--- src/sv/query_param_percent_decoder_core_defines.svh ---
// ----------------------------------------------------------------------------
// query_param_percent_decoder_core_defines
// assertion macros used by the decoder rtl
// ----------------------------------------------------------------------------
`ifndef QUERY_PARAM_PERCENT_DECODER_CORE_DEFINES_SVH
`define QUERY_PARAM_PERCENT_DECODER_CORE_DEFINES_SVH

`ifndef SYNTHESIS
`define QPD_ASSERT_SAME(lbl, ante, cons, msg) \
    lbl: assert property (@(posedge clk) disable iff (!rst_n) (ante) |-> (cons)) \
        else $error(msg);
`define QPD_ASSERT_NEXT(lbl, ante, cons, msg) \
    lbl: assert property (@(posedge clk) disable iff (!rst_n) (ante) |=> (cons)) \
        else $error(msg);
`else
`define QPD_ASSERT_SAME(lbl, ante, cons, msg)
`define QPD_ASSERT_NEXT(lbl, ante, cons, msg)
`endif

`endif

--- src/sv/qpd_pkg.sv ---
// ----------------------------------------------------------------------------
// qpd_pkg
// types and constants of the query parameter percent decoder
// ----------------------------------------------------------------------------
package qpd_pkg;

    localparam int unsigned LEN_W = 16;

    localparam logic [7:0] CHAR_NUL   = 8'h00;
    localparam logic [7:0] CHAR_SPACE = 8'h20;
    localparam logic [7:0] CHAR_PCT   = 8'h25;
    localparam logic [7:0] CHAR_AMP   = 8'h26;
    localparam logic [7:0] CHAR_PLUS  = 8'h2B;

    localparam logic [LEN_W-1:0] BUF_SIZE_RESET = 16'd1024;
    localparam logic [LEN_W:0]   CAP_MARGIN     = 17'd3;

    localparam logic KIND_BYTE  = 1'b0;
    localparam logic KIND_FINAL = 1'b1;
    localparam logic STATUS_OK  = 1'b0;
    localparam logic STATUS_ERR = 1'b1;

    typedef enum logic [3:0] {
        PH_NORMAL = 4'b0001,
        PH_HIGH   = 4'b0010,
        PH_LOW    = 4'b0100,
        PH_DONE   = 4'b1000
    } phase_t;

    typedef struct packed {
        logic       action;
        logic [7:0] in_char;
    } item_t;

    typedef struct packed {
        logic             kind;
        logic [7:0]       out_byte;
        logic             status;
        logic [LEN_W-1:0] decoded_length;
    } result_t;

    // bit 4 flags a hex digit, bits 3:0 carry its value
    function automatic logic [4:0] hex_decode(input logic [7:0] ch);
        logic [7:0] d;
        d = 8'h00;
        priority if (ch >= 8'h30 && ch <= 8'h39)
        begin
            d = ch - 8'h30;
            return {1'b1, d[3:0]};
        end
        else if (ch >= 8'h41 && ch <= 8'h46)
        begin
            d = ch - 8'h37;
            return {1'b1, d[3:0]};
        end
        else if (ch >= 8'h61 && ch <= 8'h66)
        begin
            d = ch - 8'h57;
            return {1'b1, d[3:0]};
        end
        else
        begin
            return 5'b0_0000;
        end
    endfunction

endpackage

--- src/sv/qpd_if.sv ---
// ----------------------------------------------------------------------------
// qpd_if
// valid/ready channels of the query parameter percent decoder
// ----------------------------------------------------------------------------
interface qpd_item_if;
    logic       valid;
    logic       ready;
    logic       action;
    logic [7:0] in_char;

    modport source (output valid, output action, output in_char, input ready);
    modport sink   (input valid, input action, input in_char, output ready);
endinterface

interface qpd_result_if;
    logic        valid;
    logic        ready;
    logic        kind;
    logic [7:0]  out_byte;
    logic        status;
    logic [15:0] decoded_length;

    modport source (output valid, output kind, output out_byte, output status,
                    output decoded_length, input ready);
    modport sink   (input valid, input kind, input out_byte, input status,
                    input decoded_length, output ready);
endinterface

interface qpd_cfg_if;
    logic        valid;
    logic        ready;
    logic [15:0] data;

    modport source (output valid, output data, input ready);
    modport sink   (input valid, input data, output ready);
endinterface

--- src/sv/qpd_in_stage.sv ---
// ----------------------------------------------------------------------------
// qpd_in_stage
// input register holding one character transaction for the decode step
// ----------------------------------------------------------------------------
module qpd_in_stage
(
    input  logic           clk,
    input  logic           rst_n,
    input  logic           in_valid,
    output logic           in_ready,
    input  qpd_pkg::item_t in_item,
    input  logic           advance,
    output logic           item_valid,
    output qpd_pkg::item_t item
);

    logic           valid_reg;
    logic           valid_next;
    qpd_pkg::item_t item_reg;
    logic           accept;

    assign in_ready = !valid_reg || advance;
    assign accept   = in_valid && in_ready;

    always_comb
    begin
        valid_next = valid_reg;
        if (accept)
        begin
            valid_next = 1'b1;
        end
        else if (advance)
        begin
            valid_next = 1'b0;
        end
    end

    always_ff @(posedge clk or negedge rst_n)
    begin
        if (!rst_n)
        begin
            valid_reg <= 1'b0;
        end
        else
        begin
            valid_reg <= valid_next;
        end
    end

    always_ff @(posedge clk)
    begin
        if (accept)
        begin
            item_reg <= in_item;
        end
    end

    assign item_valid = valid_reg;
    assign item       = item_reg;

endmodule

--- src/sv/qpd_decode.sv ---
// ----------------------------------------------------------------------------
// qpd_decode
// per character decode step with phase, pending nibble and byte count
// ----------------------------------------------------------------------------
`include "query_param_percent_decoder_core_defines.svh"

module qpd_decode
(
    input  logic                           clk,
    input  logic                           rst_n,
    input  logic                           fire,
    input  qpd_pkg::item_t                 item,
    input  logic [qpd_pkg::LEN_W-1:0]      buffer_size,
    output logic                           res_valid,
    output qpd_pkg::result_t               res
);

    qpd_pkg::phase_t             phase_reg;
    qpd_pkg::phase_t             phase_next;
    logic [3:0]                  nibble_reg;
    logic [3:0]                  nibble_next;
    logic [qpd_pkg::LEN_W-1:0]   count_reg;
    logic [qpd_pkg::LEN_W-1:0]   count_next;

    logic       term;
    logic       cap_fail;
    logic [4:0] hex;
    logic       err;

    assign term     = item.action || (item.in_char == qpd_pkg::CHAR_NUL)
                      || (item.in_char == qpd_pkg::CHAR_AMP);
    assign cap_fail = ({1'b0, count_reg} + qpd_pkg::CAP_MARGIN) >= {1'b0, buffer_size};
    assign hex      = qpd_pkg::hex_decode(item.in_char);

    always_comb
    begin
        phase_next  = phase_reg;
        nibble_next = nibble_reg;
        count_next  = count_reg;
        res_valid   = 1'b0;
        res         = '0;
        err         = 1'b0;

        if (fire)
        begin
            unique case (phase_reg)
                qpd_pkg::PH_DONE:
                begin
                    if (item.action)
                    begin
                        phase_next  = qpd_pkg::PH_NORMAL;
                        nibble_next = 4'h0;
                        count_next  = '0;
                    end
                end
                qpd_pkg::PH_HIGH, qpd_pkg::PH_LOW:
                begin
                    if (item.action || !hex[4])
                    begin
                        res_valid        = 1'b1;
                        res.kind         = qpd_pkg::KIND_FINAL;
                        res.status       = qpd_pkg::STATUS_ERR;
                        phase_next       = item.action ? qpd_pkg::PH_NORMAL
                                                       : qpd_pkg::PH_DONE;
                        nibble_next      = 4'h0;
                        count_next       = '0;
                    end
                    else if (phase_reg == qpd_pkg::PH_HIGH)
                    begin
                        nibble_next = hex[3:0];
                        phase_next  = qpd_pkg::PH_LOW;
                    end
                    else
                    begin
                        res_valid    = 1'b1;
                        res.kind     = qpd_pkg::KIND_BYTE;
                        res.out_byte = {nibble_reg, hex[3:0]};
                        phase_next   = qpd_pkg::PH_NORMAL;
                        nibble_next  = 4'h0;
                        count_next   = count_reg + 1'b1;
                    end
                end
                qpd_pkg::PH_NORMAL:
                begin
                    if (term || cap_fail)
                    begin
                        err                = term ? (buffer_size == '0) : 1'b1;
                        res_valid          = 1'b1;
                        res.kind           = qpd_pkg::KIND_FINAL;
                        res.status         = err ? qpd_pkg::STATUS_ERR : qpd_pkg::STATUS_OK;
                        res.decoded_length = err ? '0 : count_reg;
                        phase_next         = (term && item.action) ? qpd_pkg::PH_NORMAL
                                                                   : qpd_pkg::PH_DONE;
                        nibble_next        = 4'h0;
                        count_next         = '0;
                    end
                    else if (item.in_char == qpd_pkg::CHAR_PCT)
                    begin
                        phase_next = qpd_pkg::PH_HIGH;
                    end
                    else
                    begin
                        res_valid    = 1'b1;
                        res.kind     = qpd_pkg::KIND_BYTE;
                        res.out_byte = (item.in_char == qpd_pkg::CHAR_PLUS)
                                       ? qpd_pkg::CHAR_SPACE : item.in_char;
                        count_next   = count_reg + 1'b1;
                    end
                end
                default:
                begin
                    phase_next  = qpd_pkg::PH_NORMAL;
                    nibble_next = 4'h0;
                    count_next  = '0;
                end
            endcase
        end
    end

    always_ff @(posedge clk or negedge rst_n)
    begin
        if (!rst_n)
        begin
            phase_reg  <= qpd_pkg::PH_NORMAL;
            nibble_reg <= 4'h0;
            count_reg  <= '0;
        end
        else
        begin
            phase_reg  <= phase_next;
            nibble_reg <= nibble_next;
            count_reg  <= count_next;
        end
    end

    `QPD_ASSERT_SAME(a_done_silent, fire && (phase_reg == qpd_pkg::PH_DONE), !res_valid, "result while finished")
    `QPD_ASSERT_SAME(a_marker_final, fire && item.action && (phase_reg != qpd_pkg::PH_DONE), res_valid && (res.kind == qpd_pkg::KIND_FINAL), "end marker gave no final")
    `QPD_ASSERT_NEXT(a_marker_restart, fire && item.action, (phase_reg == qpd_pkg::PH_NORMAL) && (count_reg == '0), "end marker did not restart")
    `QPD_ASSERT_SAME(a_nibble_idle, phase_reg == qpd_pkg::PH_NORMAL, nibble_reg == 4'h0, "stale nibble in normal phase")

endmodule

--- src/sv/qpd_out_stage.sv ---
// ----------------------------------------------------------------------------
// qpd_out_stage
// result register toward the downstream channel
// ----------------------------------------------------------------------------
module qpd_out_stage
(
    input  logic             clk,
    input  logic             rst_n,
    input  logic             load,
    input  qpd_pkg::result_t res,
    output logic             free,
    output logic             out_valid,
    input  logic             out_ready,
    output qpd_pkg::result_t out_res
);

    logic             valid_reg;
    logic             valid_next;
    qpd_pkg::result_t res_reg;

    assign free = !valid_reg || out_ready;

    always_comb
    begin
        valid_next = valid_reg;
        if (load)
        begin
            valid_next = 1'b1;
        end
        else if (out_ready)
        begin
            valid_next = 1'b0;
        end
    end

    always_ff @(posedge clk or negedge rst_n)
    begin
        if (!rst_n)
        begin
            valid_reg <= 1'b0;
        end
        else
        begin
            valid_reg <= valid_next;
        end
    end

    always_ff @(posedge clk)
    begin
        if (load)
        begin
            res_reg <= res;
        end
    end

    assign out_valid = valid_reg;
    assign out_res   = res_reg;

endmodule

--- src/sv/query_param_percent_decoder_core.sv ---
// ----------------------------------------------------------------------------
// query_param_percent_decoder_core
// form-urlencoded query value decoder, one character transaction per cycle
// while the output stage is free or being emptied by the receiver
// a character is held in the input stage register, then decoded, and its
// result is held in the output stage register toward the receiver
// the decode step updates phase, pending nibble and byte count
// reset: async active low, buffer size 1024, fresh value, both stages empty
// ----------------------------------------------------------------------------
module query_param_percent_decoder_core
(
    input  logic         clk,
    input  logic         rst_n,
    qpd_cfg_if.sink      cfg,
    qpd_item_if.sink     src,
    qpd_result_if.source dst
);

    logic [qpd_pkg::LEN_W-1:0] buffer_size_reg;

    qpd_pkg::item_t   in_item;
    qpd_pkg::item_t   item;
    logic             item_valid;
    logic             advance;
    logic             out_free;
    logic             res_valid;
    qpd_pkg::result_t res;
    qpd_pkg::result_t out_res;

    assign cfg.ready = 1'b1;

    always_ff @(posedge clk or negedge rst_n)
    begin
        if (!rst_n)
        begin
            buffer_size_reg <= qpd_pkg::BUF_SIZE_RESET;
        end
        else if (cfg.valid)
        begin
            buffer_size_reg <= cfg.data;
        end
    end

    assign in_item.action  = src.action;
    assign in_item.in_char = src.in_char;
    assign advance         = item_valid && out_free;

    qpd_in_stage u_in_stage
    (
        .clk        (clk),
        .rst_n      (rst_n),
        .in_valid   (src.valid),
        .in_ready   (src.ready),
        .in_item    (in_item),
        .advance    (advance),
        .item_valid (item_valid),
        .item       (item)
    );

    qpd_decode u_decode
    (
        .clk         (clk),
        .rst_n       (rst_n),
        .fire        (advance),
        .item        (item),
        .buffer_size (buffer_size_reg),
        .res_valid   (res_valid),
        .res         (res)
    );

    qpd_out_stage u_out_stage
    (
        .clk       (clk),
        .rst_n     (rst_n),
        .load      (res_valid),
        .res       (res),
        .free      (out_free),
        .out_valid (dst.valid),
        .out_ready (dst.ready),
        .out_res   (out_res)
    );

    assign dst.kind           = out_res.kind;
    assign dst.out_byte       = out_res.out_byte;
    assign dst.status         = out_res.status;
    assign dst.decoded_length = out_res.decoded_length;

endmodule

--- src/flat_wrapper.sv ---
// flat-port wrapper written by rule: the top's interface ports become plain ports
module query_param_percent_decoder_core_flat 
  (clk, rst_n, cfg_valid, cfg_data, cfg_ready, src_valid, src_action, src_in_char, src_ready, dst_valid, dst_kind, dst_out_byte, dst_status, dst_decoded_length, dst_ready);
  qpd_cfg_if cfg_i ();
  qpd_item_if src_i ();
  qpd_result_if dst_i ();
  input  logic clk;
  input  logic rst_n;
  input wire logic [$bits(cfg_i.valid)-1:0] cfg_valid;
  input wire logic [$bits(cfg_i.data)-1:0] cfg_data;
  output wire logic [$bits(cfg_i.ready)-1:0] cfg_ready;
  input wire logic [$bits(src_i.valid)-1:0] src_valid;
  input wire logic [$bits(src_i.action)-1:0] src_action;
  input wire logic [$bits(src_i.in_char)-1:0] src_in_char;
  output wire logic [$bits(src_i.ready)-1:0] src_ready;
  output wire logic [$bits(dst_i.valid)-1:0] dst_valid;
  output wire logic [$bits(dst_i.kind)-1:0] dst_kind;
  output wire logic [$bits(dst_i.out_byte)-1:0] dst_out_byte;
  output wire logic [$bits(dst_i.status)-1:0] dst_status;
  output wire logic [$bits(dst_i.decoded_length)-1:0] dst_decoded_length;
  input wire logic [$bits(dst_i.ready)-1:0] dst_ready;
  assign cfg_i.valid = cfg_valid;
  assign cfg_i.data = cfg_data;
  assign cfg_ready = cfg_i.ready;
  assign src_i.valid = src_valid;
  assign src_i.action = src_action;
  assign src_i.in_char = src_in_char;
  assign src_ready = src_i.ready;
  assign dst_valid = dst_i.valid;
  assign dst_kind = dst_i.kind;
  assign dst_out_byte = dst_i.out_byte;
  assign dst_status = dst_i.status;
  assign dst_decoded_length = dst_i.decoded_length;
  assign dst_i.ready = dst_ready;
  query_param_percent_decoder_core u_core (.clk(clk), .rst_n(rst_n), .cfg(cfg_i), .src(src_i), .dst(dst_i));
endmodule
--- config.mk ---
export PLATFORM = sky130hd
export DESIGN_NAME = query_param_percent_decoder_core_flat
export DESIGN_NICKNAME = d
export VERILOG_FILES = /design/src/sv/qpd_pkg.sv /design/src/sv/qpd_if.sv /design/src/sv/qpd_in_stage.sv /design/src/sv/qpd_decode.sv /design/src/sv/qpd_out_stage.sv /design/src/sv/query_param_percent_decoder_core.sv /design/src/flat_wrapper.sv
export VERILOG_INCLUDE_DIRS = /design/src /design/src/sv
export SDC_FILE = /design/constraint.sdc
export NUM_CORES = 1
export LEC_CHECK = 0
export BUFFER_PORTS_ARGS = -buffer_cell sky130_fd_sc_hd__buf_4
export CAP_MARGIN = 20
export CORE_UTILIZATION = 60
export CTS_CLUSTER_DIAMETER = 60
export CTS_CLUSTER_SIZE = 8
export DETAILED_ROUTE_END_ITERATION = 8
export PLACE_DENSITY_LB_ADDON = 0.3
export SYNTH_ARGS = -nofsm -noshare
export SYNTH_HDL_FRONTEND = slang
export SYNTH_SLANG_ARGS = --single-unit
--- constraint.sdc ---
create_clock -name clk -period 9.8 [get_ports clk]
set_input_delay 1.96 -clock clk [delete_from_list [all_inputs] [get_ports clk]]
set_output_delay 1.96 -clock clk [all_outputs]
set_load 0.02 [all_outputs]
==> metrics.yaml, run 1 <==
timing:
  period_needed_ps: 4390
  skew_ps: 9.52
  maxSlewHeadroom: 0.448
  tightest_slew_ps: 807
  setup_viol: 0
  fin_ws_ps: 5410
  rsz0062_at_grt: "no"
  timing.final.crit_share: 0.448
  tns_ps: 0
  drv_slew: 0
  hold_viol: 0
  max_freq_mhz: 228
synth:
  synthFlopType: "dfrtp_1"
  syn_avg_cell_area_um2: 10.0
  synth_cell_type_count: 63
  ys_warn_count: 0
  ys_ff_latch: 77
  ys_async_sr_fraction: 0.545
  synth_area_leaders: "edfxtp_1 (24%), dfrtp_1 (23%), ha_1 (6.3%)"
  netlist_area_um2: 4370
  synthCells: 437
  synth_edf_count: 35
  seq_area_frac_synth: 0.482
  yosysTopAreaCell: "edfxtp_1"
  synth_top_area_share: 0.240
  synthesis.nets: 489
finish:
  final_nets: 538
  fillers: 535
  syn2layout_area_growth_pct: 15.1
  layout-drive-gt1-share: 0.198
  final_core_util: 0.729
  multi_input_area_um2: 2030
  diodes: 0
  regArea_um2: 2100
  largest_reg_flops: 26
clock_network:
  cts_buffers: 9
  clk_pin_slew_ps: 80
  tritoncts: "done"
  post_cts_buffers: 0
  clk_path_buf_depth: 2
  cts.sinks: 77
  postCtsHoldBufs: 0
  cts_htree_levels: 3
  cts_root_buffer: "clkbuf_8"
  insertion_delay_ps: 360
  cts_resized: 0
setup_path:
  end_kind: "output pin"
  critPathRequiredTime_ps: 7840
  crit_fanout: 3
  path_class: "primary input to output pin"
  cp-start-kind: "primary input"
  arrival_ps: 2430
power_and_ir_drop:
  ir_worst_vdd_uv: 106
  clkPwrFrac: 0.244
  internal_power_mw: 0.642
  p_switching_mw: 0.348
  p_comb_frac: 0.316
  switching_share: 0.352
  p_leak_nw: 2.06
  power_frac_seq: 0.440
  p_per_area_nw_per_um2: 197
drt:
  wl_um: 9480
  ant_nets: 0
  drt-initial-drc-count: 296
  firstDrtPassIters: 6
  top_layer: "met4"
  wl_met2_um: 4360
  wl_met1_um: 4280
  post_drt_wl_per_cell_um: 16.1
  vias: 3509
  vias_per_cell: 5.98
  drc_errors: 0
  wl_met3_um: 649
global_routing:
  grt_pass1_vias: 3191
  grt_max_degree: 43
  grt_usage: 0.270
  grt_overflow: 0
  antenna_found_initial: 0
  grt_pass1_wl_um: 15800
run_status:
  status: "finished, final reports clean"
hold_path:
  hold_path_class: "flip-flop to flip-flop"
floorplanning:
  dieArea_um2: 7630
  io_pins: 59
  die_y_um: 87.3
  chipWidth_um: 87.3
  rows: 30
  core_um2: 6910
  start_util: 0.633
flow_run:
  maxCapViolCount: 0
placement:
  dpl.hpwl_um: 6860
  pre_cts_ws_ps: 5410
  gp_congestion: 0.883
  io_buffer_count: 57
[final cells by class]
cell class	instances	area share
Clock buffer	12	0.0288
Sequential cell	77	0.418
Tap cell	96	0.0239
Clock inverter	4	0.00970
Timing Repair Buffer	60	0.0910
Multi-Input combinational cell	304	0.403
Inverter	34	0.0254
[power groups by stage]
stage	Sequential, mW	Clock (mW)	Combinational (mW)
final	0.436	0.241	0.313
after global routing	0.443	0.259	0.341
after CTS	0.436	0.243	0.312
after detailed placement	0.442	0	0.310
after global placement	0.442	0	0.298
after floorplan	0.477	0	0.169
[worst paths after layout]
kind                                               start                             to  slack (ps)  cells after the start
min in group asynchronous                          rst_n  u_core.u_decode.count_reg[12]        1590                      1
max in group asynchronous                          rst_n   u_core.u_decode.phase_reg[0]        7840                      1
hold reg to reg            u_core.u_decode.nibble_reg[2]  u_core.u_decode.nibble_reg[2]         490                      2
hold / removal             u_core.u_decode.nibble_reg[2]  u_core.u_decode.nibble_reg[2]         490                      2
setup reg to reg            u_core.u_decode.count_reg[0]   u_core.u_decode.count_reg[2]        5630                     13
setup / recovery                               dst_ready                      src_ready        5410                      3
[routing by layer]
layer / track usage / vias to the layer above
li1: - / 1683
met2: 0.406 / 167
met3: 0.0550 / 21
met4: 0.0954 / 0
met5: 0 / -
met1: 0.390 / 1638
[kinds of logic after synthesis]
| family | Yosys count | synth area share |
|---|---|---|
| buffers and inverters | 56 | 0.0558 |
| flip-flops | 77 | 0.482 |
| XOR/XNOR | 17 | 0.0341 |
| AO/OA/AOI/OAI | 103 | 0.170 |
| adder cells (fa/ha/maj) | 22 | 0.0630 |
| multiplexers | 3 | 0.00716 |
| other | 1 | 0.000858 |
| AND/OR/NAND/NOR | 158 | 0.188 |
[cells in the mapped netlist, drive strengths merged, types with 2 or more instances]
library cell  instances
a2111oi               2
a21o                  2
a21oi                20
a22oi                12
and2                 13
and3                  3
buf                   8
clkbuf               14
dfrtp                40
dfstp                 2
edfxtp               35
ha                   22
inv                  34
mux2i                 2
nand2                37
nand2b                3
nand3                12
nand4                14
nor2                 30
nor2b                 7
nor3                 17
nor4                  7
nor4b                 2
o211ai                2
o21a                  5
o21ai                30
o22ai                 7
o31ai                 7
o32ai                 2
o41ai                 6
or2                   4
or3                   3
xnor2                12
xor2                  5
[through the flow]
step / area (um^2) / instances / total power [mW] / hold WS, ps
floorplan: 4370 / 437 / 0.646 / 449
global placement: 4820 / 570 / 0.739 / 461
detailed placement: 4840 / 571 / 0.752 / 468
CTS: 5030 / 587 / 0.990 / 486
global route: 5030 / 587 / 1.04 / 510
finish: 5030 / 587 / 0.990 / 487
[worst max-delay path: stages]
cell	delay, ps
buf_4	110
nand3b_1	180
buf_4	180
[layout by cell type (no fill, tap or decap), types with 3 or more instances in the layout]
master / netlist / layout
o41ai_2: 3 / 3
o22ai_1: 7 / 6
o21ai_0: 25 / 25
nor2_1: 30 / 30
o41ai_1: 3 / 3
edfxtp_1: 35 / 35
and2_1: 12 / 12
inv_1: 34 / 34
nor3_1: 17 / 17
a22oi_1: 12 / 12
or2_2: 4 / 4
nand3_1: 12 / 12
buf_4: 2 / 59
o21ai_1: 5 / 5
and3_1: 3 / 3
o21a_1: 5 / 5
nand4_1: 14 / 14
o31ai_1: 4 / 4
nor2b_1: 7 / 7
nand2_1: 37 / 37
a21oi_1: 19 / 19
or3_1: 3 / 3
xnor2_1: 12 / 12
ha_1: 22 / 22
nor4_1: 7 / 7
xor2_1: 5 / 5
clkbuf_8: 0 / 10
dfrtp_1: 40 / 40
Note: power is estimated with default switching activity, not from simulation.
==> run 2, diff against run 1 <==
CORE_UTILIZATION = 52   (was 60)
clock period = 3.9 ns   (was 9.8 ns; I/O delays follow)
==> run 2 against run 1 <==
  * Clock power grew to 2.6 times the previous value
  * First-iteration DRC count is 17% lower
  * Combinational power rose to 2.6 times the previous value
  * Count of clock-buffer cells in the layout down 2
  * Worst hold slack worse by 72 ps
  * Flip-flop and latch count unchanged
  * Critical path depth up 10
  * Power rose to 2.6 times the previous value
  * Largest power group unchanged
  * Global-route usage is 4.1 points lower
  * Routed wire length fell by 2.3%
  * Sequential power increased to 2.5 times the previous value
  * Sequential share of layout area shrank 0.52 points
==> metrics.yaml, run 2 (synthesized netlist as in run 1, its figures left out) <==
floorplanning:
  chipWidth_um: 93.7  # +7.2%
  rows: 33  # +10%
  core_um2: 8180  # +18%
  io_pins: 59  # unchanged
  die_y_um: 93.7  # +7.2%
  dieArea_um2: 8780  # +15%
  start_util: 0.535  # -0.0982
placement:
  dpl.hpwl_um: 6760  # -1.5%
  io_buffer_count: 57  # unchanged
  dp.cells: 583  # +2.1%
  gp_congestion: 0.886  # +0.25%
  pre_cts_ws_ps: 268  # -5140 ps
power_and_ir_drop:
  p_per_area_nw_per_um2: 498  # +150%
  clkPwrFrac: 0.245  # about the same
  p_leak_nw: 2.08  # +1.4%
  report.power.total_mw: 2.54  # +160%
  switching_share: 0.355  # +0.00349
  ir_worst_vdd_uv: 341  # +220%
  p_switching_mw: 0.901  # +160%
  power_frac_seq: 0.432  # -0.008
  p_comb_frac: 0.323  # +0.007
  internal_power_mw: 1.64  # +150%
timing:
  maxSlewHeadroom: 0.577  # +0.129
  period_needed_ps: 3710
  tns_ps: 0  # unchanged
  hold_viol: 0  # unchanged
  drv_slew: 0  # unchanged
  timing.final.crit_share: 0.951
  rsz0062_at_grt: "no"
  skew_ps: 13.9  # +4.40 ps
  fin_ws_ps: 190  # -5220 ps
  max_freq_mhz: 270
  tightest_slew_ps: 630  # -177 ps
  setup_viol: 0  # unchanged
finish:
  fin_cells: 599  # +2.0%
  multi_input_area_um2: 2040  # +0.62%
  largest_reg_flops: 26  # unchanged
  syn2layout_area_growth_pct: 16.7
  diodes: 0  # unchanged
  final_nets: 541  # +0.56%
  regArea_um2: 2110  # about the same
  layout-drive-gt1-share: 0.215  # +0.0170
  fillers: 742  # +39%
  mostFrequentLayoutCell: "buf_4"
  final_cell_mix: "buf_4 (62), dfrtp_1 (39), nand2_1 (37)"
run_status:
  status: "finished, final reports clean"
clock_network:
  postCtsHoldBufs: 0  # unchanged
  cts_htree_levels: 3  # unchanged
  insertion_delay_ps: 350  # about the same
  tritoncts: "done"
  cts_root_buffer: "clkbuf_8"
  clk_path_buf_depth: 2  # unchanged
  cts_buffers: 9  # unchanged
  cts.sinks: 77  # unchanged
  clk_pin_slew_ps: 90  # about the same
setup_path:
  cp-start-kind: "flip-flop"
  critPathSlowestCell: "dfrtp_1"
  cpPeakStageDelay_ps: 550  # +370 ps
  cp_top_family: "compound AO/OA/AOI/OAI gates"
  arrival_ps: 3910  # +1480 ps
  critPathBufInv: 1  # -1
  path_class: "flip-flop to flip-flop"
  crit_fanout: 9  # +6
  critPathRequiredTime_ps: 4110  # -3730 ps
  path_cells: "and3_1 -> nor2b_1 -> nand2_1 -> xnor2_1 -> ha_1 -> a211oi_1 -> nor2_1 -> a2111oi_1 -> o211ai_2 -> a2111oi_0 -> buf_4 -> o21ai_0 -> a21oi_1"
  end_kind: "flip-flop"
drt:
  post_drt_wl_per_cell_um: 15.5  # -4.3%
  vias: 3462  # -1.3%
  drt-initial-drc-count: 245  # -17%
  ant_nets: 0  # unchanged
  wl_um: 9260  # -2.3%
  vias_per_cell: 5.78  # -3.3%
  firstDrtPassIters: 4  # -2
  drc_errors: 0  # unchanged
global_routing:
  grt_overflow: 0  # unchanged
  grt_max_degree: 43  # unchanged
  antenna_found_initial: 0  # unchanged
  grt_pass1_wl_um: 15500  # -1.8%
  grt_pass1_vias: 3201  # +0.31%
  grt_usage: 0.229  # -0.0410
flow_run:
  maxCapViolCount: 0  # unchanged
hold_path:
  hold_path_class: "primary input to async pin"
## run 2: final timing paths
check | from | end | slack, ps | cells after the start
setup / recovery | u_core.u_decode.count_reg[3] | u_core.u_out_stage.out_res[17] | 190 | 13
hold / removal | rst_n | u_core.u_decode.count_reg[7] | 410 | 1
setup reg to reg | u_core.u_decode.count_reg[3] | u_core.u_out_stage.out_res[17] | 190 | 13
hold reg to reg | u_core.u_decode.nibble_reg[1] | u_core.u_decode.nibble_reg[1] | 490 | 2
max in group asynchronous | rst_n | u_core.u_decode.count_reg[0] | 3090 | 1
min in group clk | u_core.u_decode.nibble_reg[1] | u_core.u_decode.nibble_reg[1] | 490 | 2
## run 2: per-stage QoR
step / hold slack, ps / util / instance area (um^2)
6_report: 415 / 0.624 / 5100
5_1_grt: 438 / 0.624 / 5100
4_1_cts: 424 / 0.622 / 5080
3_5_place_dp: 468 / 0.597 / 4880
3_3_place_gp: 462 / 0.597 / 4880
2_1_floorplan: 449 / - / 4380
## run 2: metal layers
| layer | share of wire | vias up | GRT usage |
|---|---|---|---|
| li1 | - | 1688 | - |
| met1 | 0.48 | 1646 | 0.338 |
| met2 | 0.44 | 111 | 0.338 |
| met3 | 0.054 | 17 | 0.0453 |
| met4 | 0.021 | 0 | 0.0769 |
| met5 | 0 | - | 0 |
## run 2: layout make-up
type	instances	area share
multi-input combinational	304	0.400
clock buffer	10	0.0270
tap	105	0.0258
timing repair buffer	63	0.0952
sequential	77	0.413
clock inverter	6	0.0137
inverter	34	0.0250
## run 2: power by group through the flow
stage                     registers, mW  clock network [mW]  logic, mW
after global routing               1.11               0.661      0.894
after CTS                          1.09               0.629      0.815
after detailed placement           1.11                   0      0.812
after floorplan                    1.19                   0      0.429
after global placement             1.10                   0      0.794
final                              1.10               0.622      0.819
## run 2: what timing repair did
item / CTS / global route
gates resized for setup: 0 / 3
hold endpoints to repair: 0 / 0
setup buffers: 0 / 0
setup endpoints to repair: 0 / 14
==> run 3, diff against run 2 <==
--- a/config.mk
+++ b/config.mk
@@ -14,2 +14,3 @@
 export DETAILED_ROUTE_END_ITERATION = 8
+export MAX_ROUTING_LAYER = met4
 export PLACE_DENSITY_LB_ADDON = 0.3
==> constraint.sdc (replaced) <==
create_clock -name clk -period 3.9 [get_ports clk]
set_input_delay 0.195 -clock clk [delete_from_list [all_inputs] [get_ports clk]]
set_output_delay 0.195 -clock clk [all_outputs]
set_load 0.02 [all_outputs]
==> run 3 against run 2 <==
  * Die area did not move
  * Global-route usage increased by 0.28 points
  * Clock skew fell by 3.5 ps
  * Via count is 0.32% lower
  * Register-to-register slack improved by 100 ps
  * Count of clock-buffer cells in the layout is the same
  * Combinational power is 0.6% lower
  * Clock power down 5.3%
  * Power down 1.6%
  * First-iteration DRC count down 11%
  * Core utilization shrank 0.21 points
  * Routed wire length fell by 2.0%
==> metrics.yaml, run 3 (synthesized netlist as in run 1, its figures left out) <==
placement:
  io_buffer_count: 57  # unchanged
  pre_cts_ws_ps: 295  # +26.7 ps
  gp_congestion: 0.877  # -0.97%
  dp.cells: 583  # unchanged
  placed_cell_area_um2: 4880  # unchanged
  dpl.hpwl_um: 6640  # -1.7%
clock_network:
  insertion_delay_ps: 350  # about the same
  cts.sinks: 77  # unchanged
  tritoncts: "done"
  clk_pin_slew_ps: 80  # about the same
  cts_buffers: 9  # unchanged
  cts_htree_levels: 3  # unchanged
  cts_root_buffer: "clkbuf_8"
  clk_path_buf_depth: 2  # unchanged
  post_cts_buffers: 0  # unchanged
power_and_ir_drop:
  report.power.total_mw: 2.50  # -1.6%
  p_leak_nw: 2.08  # about the same
  p_per_area_nw_per_um2: 491  # -1.2%
  ir_worst_vdd_uv: 388  # +14%
setup_path:
  critPathRequiredTime_ps: 4100  # about the same
  path_class: "flip-flop to flip-flop"
  arrival_ps: 3810  # -100 ps
  crit_fanout: 10  # +1
  reg2reg_slack_ps: 290  # +100 ps
  cp-start-kind: "flip-flop"
  end_kind: "flip-flop"
finish:
  final_nets: 542  # +0.18%
  syn2layout_area_growth_pct: 16.3
  design_area_um2: 5080  # -0.34%
  final_cell_mix: "buf_4 (62), dfrtp_1 (40), nand2_1 (37)"
  fin_cells: 600  # +0.17%
  mostFrequentLayoutCell: "buf_4"
  diodes: 0  # unchanged
  largest_reg_flops: 26  # unchanged
  layout-drive-gt1-share: 0.206  # -0.00851
timing:
  period_needed_ps: 3610  # -102 ps
  drv_slew: 0  # unchanged
  rsz0062_at_grt: "no"
  maxSlewHeadroom: 0.562  # -0.0151
  timing.final.crit_share: 0.925  # -0.0261
  tightest_slew_ps: 653  # +22.5 ps
  setup_viol: 0  # unchanged
  max_freq_mhz: 277  # +2.8%
  fin_ws_ps: 292  # +102 ps
  hold_viol: 0  # unchanged
  tns_ps: 0  # unchanged
  skew_ps: 10.4  # -3.50 ps
drt:
  vias_per_cell: 5.75  # -0.48%
  vias: 3451  # -0.32%
  drt-initial-drc-count: 217  # -11%
  wl_um: 9080  # -2.0%
  firstDrtPassIters: 5  # +1
  drc_errors: 0  # unchanged
  ant_nets: 0  # unchanged
  post_drt_wl_per_cell_um: 15.1  # -2.1%
floorplanning:
  io_pins: 59  # unchanged
  chipWidth_um: 93.7  # unchanged
  start_util: 0.535  # unchanged
  core_um2: 8180  # unchanged
  dieArea_um2: 8780  # unchanged
  rows: 33  # unchanged
  die_y_um: 93.7  # unchanged
global_routing:
  grt_usage: 0.232  # +0.00278
  antenna_found_initial: 0  # unchanged
  grt_pass1_vias: 3243  # +1.3%
  grt_overflow: 0  # unchanged
  grt_pass1_wl_um: 15300  # -1.4%
  grt_max_degree: 43  # unchanged
flow_run:
  maxCapViolCount: 0  # unchanged
run_status:
  status: "finished, final reports clean"
hold_path:
  hold_path_class: "primary input to flip-flop"
==> run 3: cell types whose count changed in the layout (fill, tap and decap cells not counted), moves of 2 or more <==
cell        before  now
clkinv_2         0    2
clkinvlp_4       3    1
clkinv_4         0    2
inv_6            2    0
==> run 3: metrics by stage <==
step	hold WS (ps)	util
2_1_floorplan	-101	-
3_3_place_gp	213	0.597
3_5_place_dp	216	0.597
4_1_cts	7.98	0.621
5_1_grt	5.64	0.622
6_report	13.7	0.622
==> run 3: worst max-delay path, stage by stage (launching register included) <==
cell,delay (ps)
dfrtp_1,500
inv_1,110
ha_1,260
nor2b_1,240
nand2_1,100
xnor2_1,140
ha_1,300
a211oi_1,250
nor2_1,80
a2111oi_1,390
o211ai_2,260
a2111oi_1,380
buf_4,190
o21ai_0,80
a21oi_1,160
==> run 3: layer usage <==
layer  wire length [um]  up-vias  global-route usage
met1               4250     1621               0.327
met5                  0        -                   -
met2               4000      129               0.338
li1                   -     1685                   -
met4                160        0              0.0885
met3                666       16              0.0388
==> run 3: worst paths after layout <==
path                                                  end  depth (start not counted)                           from
min in group asynchronous       u_core.buffer_size_reg[4]                          2                          rst_n
hold reg to reg             u_core.u_decode.nibble_reg[0]                          2  u_core.u_decode.nibble_reg[0]
max in group asynchronous      u_core.buffer_size_reg[10]                          2                          rst_n
hold / removal                  u_core.u_in_stage.item[0]                          1                 src_in_char[0]
setup / recovery           u_core.u_out_stage.out_res[18]                         14   u_core.u_decode.count_reg[0]
setup reg to reg           u_core.u_out_stage.out_res[18]                         14   u_core.u_decode.count_reg[0]
==> run 3: what timing repair did <==
action                     4_1_cts  5_1_grt
hold endpoints to repair        40        0
hold buffers                     1        0
setup endpoints to repair        0        2
gates resized for setup          0        1
==> run 3: final cells by class <==
| type | instances | area, um^2 |
|---|---|---|
| fillers | 733 | 3090 |
| clock buffers | 10 | 128 |
| well taps | 105 | 131 |
| clock inverters | 6 | 65.1 |
| inverters | 34 | 128 |
| repair buffers | 64 | 495 |
| flip-flops and latches | 77 | 2100 |
| multi-input cells | 304 | 2030 |
==> run 3: power by group <==
group | internal (mW) | switching (mW) | total, mW
Sequential | 1.01 | 0.0801 | 1.09
Combinational | 0.303 | 0.511 | 0.814
Clock | 0.296 | 0.294 | 0.589
